<file path="src/rtl/trie_pkg.sv">
`default_nettype none
package trie_pkg;

	localparam logic [1:0] ACT_INSERT = 2'd0;
	localparam logic [1:0] ACT_LOOKUP = 2'd1;
	localparam logic [1:0] ACT_PREFIX = 2'd2;

	localparam int LETTER_W = 5;
	localparam int ACT_W    = 2;
	localparam int IN_DATA_W  = 8;
	localparam int OUT_DATA_W = 8;

	// controller to datapath
	typedef struct packed {
		logic clear;
		logic accept;
		logic exec;
		logic cnt_rd;
		logic finish;
	} cmd_t;

	// datapath to controller
	typedef struct packed {
		logic clr_last;
		logic word_end;
	} stat_t;

endpackage
`default_nettype wire

</file>
<file path="src/rtl/trie_ctrl.sv">
`default_nettype none
module trie_ctrl (
	input  wire logic            clk,
	input  wire logic            arst_n,
	input  wire trie_pkg::stat_t stat,
	output trie_pkg::cmd_t       cmd,
	input  wire logic            in_valid,
	output logic                 in_ready,
	output logic                 out_valid,
	input  wire logic            out_ready
);

	localparam logic [2:0] ST_CLEAR = 3'd0;
	localparam logic [2:0] ST_IDLE  = 3'd1;
	localparam logic [2:0] ST_EXEC  = 3'd2;
	localparam logic [2:0] ST_CNTRD = 3'd3;
	localparam logic [2:0] ST_FIN   = 3'd4;

	logic [2:0] state_q;
	logic [2:0] state_d;
	logic       out_valid_q;
	logic       out_free;

	assign out_free = !out_valid_q || out_ready;

	always_comb begin
		state_d = state_q;
		cmd     = '0;
		case (state_q)
			ST_CLEAR: begin
				cmd.clear = 1'b1;
				if (stat.clr_last) begin
					state_d = ST_IDLE;
				end
			end
			ST_IDLE: begin
				if (in_valid) begin
					cmd.accept = 1'b1;
					state_d    = ST_EXEC;
				end
			end
			ST_EXEC: begin
				cmd.exec = 1'b1;
				state_d  = stat.word_end ? ST_CNTRD : ST_IDLE;
			end
			ST_CNTRD: begin
				cmd.cnt_rd = 1'b1;
				state_d    = ST_FIN;
			end
			ST_FIN: begin
				if (out_free) begin
					cmd.finish = 1'b1;
					state_d    = ST_IDLE;
				end
			end
			default: begin
				state_d = ST_IDLE;
			end
		endcase
	end

	always_ff @(posedge clk or negedge arst_n) begin
		if (!arst_n) begin
			state_q     <= ST_CLEAR;
			out_valid_q <= 1'b0;
		end else begin
			state_q <= state_d;
			if (cmd.finish) begin
				out_valid_q <= 1'b1;
			end else if (out_ready) begin
				out_valid_q <= 1'b0;
			end
		end
	end

	assign in_ready  = state_q == ST_IDLE;
	assign out_valid = out_valid_q;

endmodule
`default_nettype wire

</file>
<file path="config.mk">
export PLATFORM = sky130hd
export DESIGN_NAME = trie_ctrl
export DESIGN_NICKNAME = d
export VERILOG_FILES = /design/src/rtl/trie_pkg.sv /design/src/rtl/trie_ctrl.sv
export SDC_FILE = /design/constraint.sdc
export NUM_CORES = 1
export LEC_CHECK = 0
export ABC_AREA = 1
export BUFFER_PORTS_ARGS = -buffer_cell sky130_fd_sc_hd__buf_2
export CAP_MARGIN = 30
export CORE_AREA = 2 2 39 41
export CTS_CLUSTER_DIAMETER = 40
export DETAILED_ROUTE_END_ITERATION = 10
export DIE_AREA = 0 0 41 43
export GPL_TIMING_DRIVEN = 0
export MAX_ROUTING_LAYER = met4
export SETUP_SLACK_MARGIN = 0.5
export SYNTH_ARGS = -nofsm -noshare
export SYNTH_HDL_FRONTEND = slang
export SYNTH_SLANG_ARGS = --single-unit
</file>
<file path="constraint.sdc">
create_clock -name clk -period 1.21 [get_ports clk]
set_input_delay 0.121 -clock clk [delete_from_list [all_inputs] [get_ports clk]]
set_output_delay 0.121 -clock clk [all_outputs]
set_load 0.02 [all_outputs]
</file>
==> impl_metrics.toml, run 1 <==
[outcome]
status = "complete, but fails checks"
violations = "setup timing"

[drt]
wire_per_inst_um = 8.82
via_count = 338
first_pass_iters = 4
viasPerCell = 4.07
drtIter0Drc = 4
wirelength_um = 732
drc = 0
final_antenna_net_count = 0

[synth]
ys_seq_elements = 4
yosysWarnings = 0
yosysTopAreaCellShare_pct = 42.3
syn_nets = 40
synth_top_cells_by_area = "dfrtp_1 (42%), nor2_1 (11%), nand3_1 (11%)"
synth_cell_types = 11
synthCells = 34
postSynthAreaPerCell_sq_um = 6.96
synth_area_sq_um = 236
yosysTopAreaCell = "dfrtp_1"
ys_seq_area_share_pct = 42.3

[power_and_ir_drop]
vdd_ir_drop_max_mv = 1.02
powerDensity_mw_per_mm2 = 2860
power.leakage_nw = 0.315

[sta]
slew_violations = 0
worst_slack_ns = -0.0818
worst_pin_slew_ns = 0.153
max_freq_mhz = 774
setup_viol = 8
finClkSkew_ns = 0.00364
hold_violations = 0
min_period_over_period_pct = 107
relSlewSlack_pct = 89.7
layout_min_cycle_time_ns = 1.29
rsz0062_at_grt = "true"
hold_slack_ns = 0.0975

[global_routing]
globalRouteMet3Util_pct = 3.14
antenna_found_initial = 0
track_usage_pct = 10.1
grt_use_met2_pct = 15.9
grt_overflow = 0
busiest_layer = "met2"
gr-usage-met1_pct = 9.45
grt_start_max_net_pins = 7
grt_pass1_vias = 316
grt_pass1_wl_um = 1130

[place]
dpl_worst_slack_ns = 0.0664
place.gp.congestion = 0.779
portBuffers = 12
hpwl_um = 471

[clocking]
cts_htree_levels = 1
clock_sinks = 4
clk_pin_slew_ns = 0.04
cts-root-buf = "clkbuf_4"
cts_buffer_depth = 2
insertion_delay_ns = 0.24
cts_buffers = 3
cts_tree = "done"

[final_layout]
seqCellArea_sq_um = 104
diodes = 0
nets = 74
multi_input_area_sq_um = 176
nFillCells = 139
syn_to_final_growth_pct = 160
drive_above_1_share_pct = 77.6

[floorplanning]
die_area_sq_mm = 0.00176
start_util_pct = 17.1
row_count = 14
core_sq_mm = 0.00138
ios = 13
dieHeight_um = 43
die_x_um = 41

[worst_setup_path]
worst-path-max-fanout = 4
slowest_delay_ns = 0.43
cp_cell_sequence = "nor2_4, inv_4, nor2_4, buf_6, buf_6"
worst_setup_path_end_kind = "primary output"
critPathArrivalTime_ns = 1.17
crit_slowest_cell = "dfrtp_2"
cp-start-kind = "register"
required_ns = 1.09
criticalPathCategory = "reg2out"

[run]
maxCapViolCount = 0

[worst_hold_path]
min_path_type = "in2reg"
[final timing paths]
path | start | endpoint | slack (ns) | depth (start not counted)
worst max-delay path | state_q[2] | cmd[1] | -0.08 | 5
worst min-delay path | out_ready | out_valid | 0.1 | 2
worst max register to register | state_q[2] | state_q[0] | -0.04 | 7
worst min register to register | out_valid | out_valid | 0.56 | 2
max in group asynchronous | arst_n | state_q[1] | 0.86 | 2
min in group asynchronous | arst_n | out_valid | 0.21 | 2
[stage by stage]
stage | setup TNS, ns | utilization [%] | power (mW) | instance area [sq um] | cells
after global placement | 0 | 25.8 | 0.866 | 357 | 62
after global routing | -0.792 | 44.5 | 1.88 | 616 | 83
after CTS | -0.286 | 38.0 | 1.51 | 526 | 77
after floorplan | 0 | - | 0.725 | 277 | 34
after detailed placement | 0 | 25.8 | 0.880 | 357 | 62
final | -0.379 | 44.5 | 1.76 | 616 | 83
[flip-flops by register name (all words and copies together), names as in the netlist]
register and count:
state_q 3, out_valid 1
[synthesized netlist by cell type]
master,instances
nand2_1,2
buf_4,1
dfrtp_1,4
inv_2,2
nand3b_1,1
nand3_1,5
nor2_1,7
nor2_2,2
o21ai_0,2
nor3_1,2
inv_1,6
[layout by cell type, fill, tap and decap left out]
cell / instances
clkbuf_1: 1
nor2_4: 6
nand2_1: 1
buf_2: 5
buf_4: 13
o21ai_2: 1
nor3_2: 1
nor2_1: 3
clkbuf_4: 3
inv_1: 3
nand2_4: 1
nand3_1: 3
dfrtp_2: 3
dlygate4sd3_1: 1
nand3_2: 2
dfrtp_1: 1
inv_2: 4
nor3_4: 1
nand3b_1: 1
inv_4: 1
o21ai_0: 1
buf_6: 11
[layer usage]
layer  share of wire (%)  wire length [um]
met1                  36               266
met2                  58               421
met3                 6.0                44
met4                   0                 0
met5                   0                 0
[power by group]
group | total [mW] | internal, mW | switching, mW
logic | 1.30 | 0.713 | 0.584
clock network | 0.186 | 0.124 | 0.0621
registers | 0.279 | 0.200 | 0.0789
total | 1.76 | 1.04 | 0.725
[worst max-delay path: cells and delay by family (launching register included)]
family                 cells  cell delay, ns
buffers and inverters      3            0.26
DFF                        1            0.43
and+or+nand+nor            2            0.23
[cell families (layout without fill, tap and decap cells)]
kind of cell    count (synthesis)  after routing  synth area share, %
buf+inv                         9             42                 15.9
simple gates                   19             19                 37.6
compound gates                  2              2                 4.23
flops                           4              4                 42.3
[cell type report]
| class | instances | share of cell area, % |
|---|---|---|
| multi-input combinational | 21 | 28.7 |
| timing repair buffer | 29 | 39.8 |
| buffer | 1 | 1.83 |
| inverter | 8 | 5.28 |
| clock buffer | 4 | 4.27 |
| sequential | 4 | 16.9 |
| tap | 16 | 3.25 |
[what timing repair did]
action,4_1_cts,5_1_grt
hold buffers,1,0
buffers inserted,10,6
pin swaps,3,8
gates resized for setup,21,12
endpoints found under the setup margin,11,11
hold endpoints to repair,4,0
(Power assumes the default switching activity.)
==> inputs of run 2 (changes only) <==
Settings changed: PLACE_DENSITY from default to 0.48.
==> run 2 against run 1 <==
The flow still finishes with violations (setup timing). Hold slack improved by 0.0047 ns. Total power decreased by 15%. Final cell count decreased by 11%. Routed wire length fell by 9.7%. Flip-flop and latch count unchanged. Global-route usage shrank 1.6 points. Clock-buffer cell count unchanged. Critical path type unchanged.
==> impl_metrics.toml, run 2 (same netlist as run 1, synthesis figures left out) <==
[worst_hold_path]
min-delay-start = "out_ready"
min_path_cells = 2
min_path_type = "in2reg"

[power_and_ir_drop]
power_mw = 1.49
power.leakage_nw = 0.257
powerDensity_mw_per_mm2 = 2900
vdd_ir_drop_max_mv = 1.02

[sta]
finClkSkew_ns = 0.00200
slew_violations = 0
relSlewSlack_pct = 89.3
rsz0062_at_grt = "true"
fin_tns_setup_ns = -0.375
min_period_over_period_pct = 107
max_freq_mhz = 772
hold_violations = 0
worst_slack_ns = -0.0857
layout_min_cycle_time_ns = 1.30
setup_viol = 6
worst_pin_slew_ns = 0.159
hold_slack_ns = 0.102

[global_routing]
grt_pass1_vias = 269
grt_start_max_net_pins = 6
grt_overflow = 0
track_usage_pct = 8.49
grt_pass1_wl_um = 897
antenna_found_initial = 0

[drt]
first_pass_iters = 1
drtIter0Drc = 0
drc = 0
wl_met3_um = 24
wirelength_um = 661
final_antenna_net_count = 0
viasPerCell = 3.96
wl_met1_um = 255
via_count = 293
wire_per_inst_um = 8.93
top_layer = "met3"
wl_met2_um = 381

[floorplanning]
die_area_sq_mm = 0.00176
dieHeight_um = 43
row_count = 14
core_sq_mm = 0.00138
die_x_um = 41
ios = 13
start_util_pct = 17.1

[worst_setup_path]
r2r-start = "state_q[0]"
criticalPathCategory = "reg2out"
cp-start-kind = "register"
worst_setup_path_end_kind = "primary output"
critPathArrivalTime_ns = 1.17
crit_start = "state_q[2]"
r2r.worst_path.cells = 8
required_ns = 1.09
worst-path-max-fanout = 4

[final_layout]
final_common_cell = "buf_6"
syn_to_final_growth_pct = 118
drive_above_1_share_pct = 65.5
seqCellArea_sq_um = 103
diodes = 0
largest_reg_flops = 3
nets = 65
multi_input_area_sq_um = 155
final_cell_mix = "buf_6 (9), buf_2 (6)"
nFillCells = 146
regMostFlops = "state_q"

[clocking]
clock_sinks = 4
cts_htree_levels = 1
cts_buffer_depth = 2
insertion_delay_ns = 0.24
clk_pin_slew_ns = 0.04
cts-root-buf = "clkbuf_4"
cts_tree = "done"
cts_buffers = 3

[place]
place.gp.congestion = 0.785
portBuffers = 12
hpwl_um = 424

[outcome]
violations = "setup timing"
status = "complete, but fails checks"

[run]
maxCapViolCount = 0
## run 2: changes by cell type in the layout (fill, tap and decap cells not counted), sizes merged
cell,change
buf,-9
## run 2: critical path, cell delays in order, from the launching register on
cell and delay [ns]:
dfrtp_1 0.41, buf_4 0.17, inv_1 0.07, nand3_1 0.10, inv_1 0.06, buf_4 0.13
## run 2: area by class of cell
class | instances | share of cell area (%)
repair buffers | 20 | 32.5
multi-input cells | 21 | 30.1
flip-flops and latches | 4 | 19.9
inverters | 8 | 6.31
clock buffers | 4 | 5.10
well taps | 16 | 3.88
plain buffers | 1 | 2.18
## run 2: power breakdown
| part | leakage, nW | internal, mW | total [mW] | switching, mW |
|---|---|---|---|---|
| registers | 0.0484 | 0.198 | 0.275 | 0.0778 |
| logic | 0.193 | 0.525 | 1.03 | 0.506 |
| clock network | 0.0150 | 0.124 | 0.188 | 0.0632 |
| total | 0.257 | 0.847 | 1.49 | 0.647 |
## run 2: through the flow
step / util (%) / cell area (sq um) / instances / setup slack [ns]
global route: 37.3 / 515 / 74 / -0.147
CTS: 35.2 / 487 / 73 / -0.0871
global placement: 25.8 / 357 / 62 / 0.0751
detailed placement: 25.8 / 357 / 62 / 0.0809
floorplan: - / 277 / 34 / 0.215
finish: 37.3 / 515 / 74 / -0.0857
## run 2: timing repair
action / 4_1_cts / 5_1_grt
pin swaps: 1 / 4
resized for setup: 16 / 7
endpoints found under the hold margin: 4 / 0
buffers inserted: 6 / 1
hold buffers: 1 / 0
endpoints found under the setup margin: 11 / 11
## run 2: worst paths after layout
check,to,slack [ns]
max,cmd[2],-0.09
min,out_valid,0.10
max reg2reg,state_q[1],0.07
min reg2reg,out_valid,0.57
max in group asynchronous,state_q[1],0.87
min in group asynchronous,state_q[2],0.21
## run 2: metal layers
metal	up-vias	track usage, %
met5	-	-
met4	0	12.0
met3	0	0
met2	7	13.4
met1	133	6.89
li1	153	-
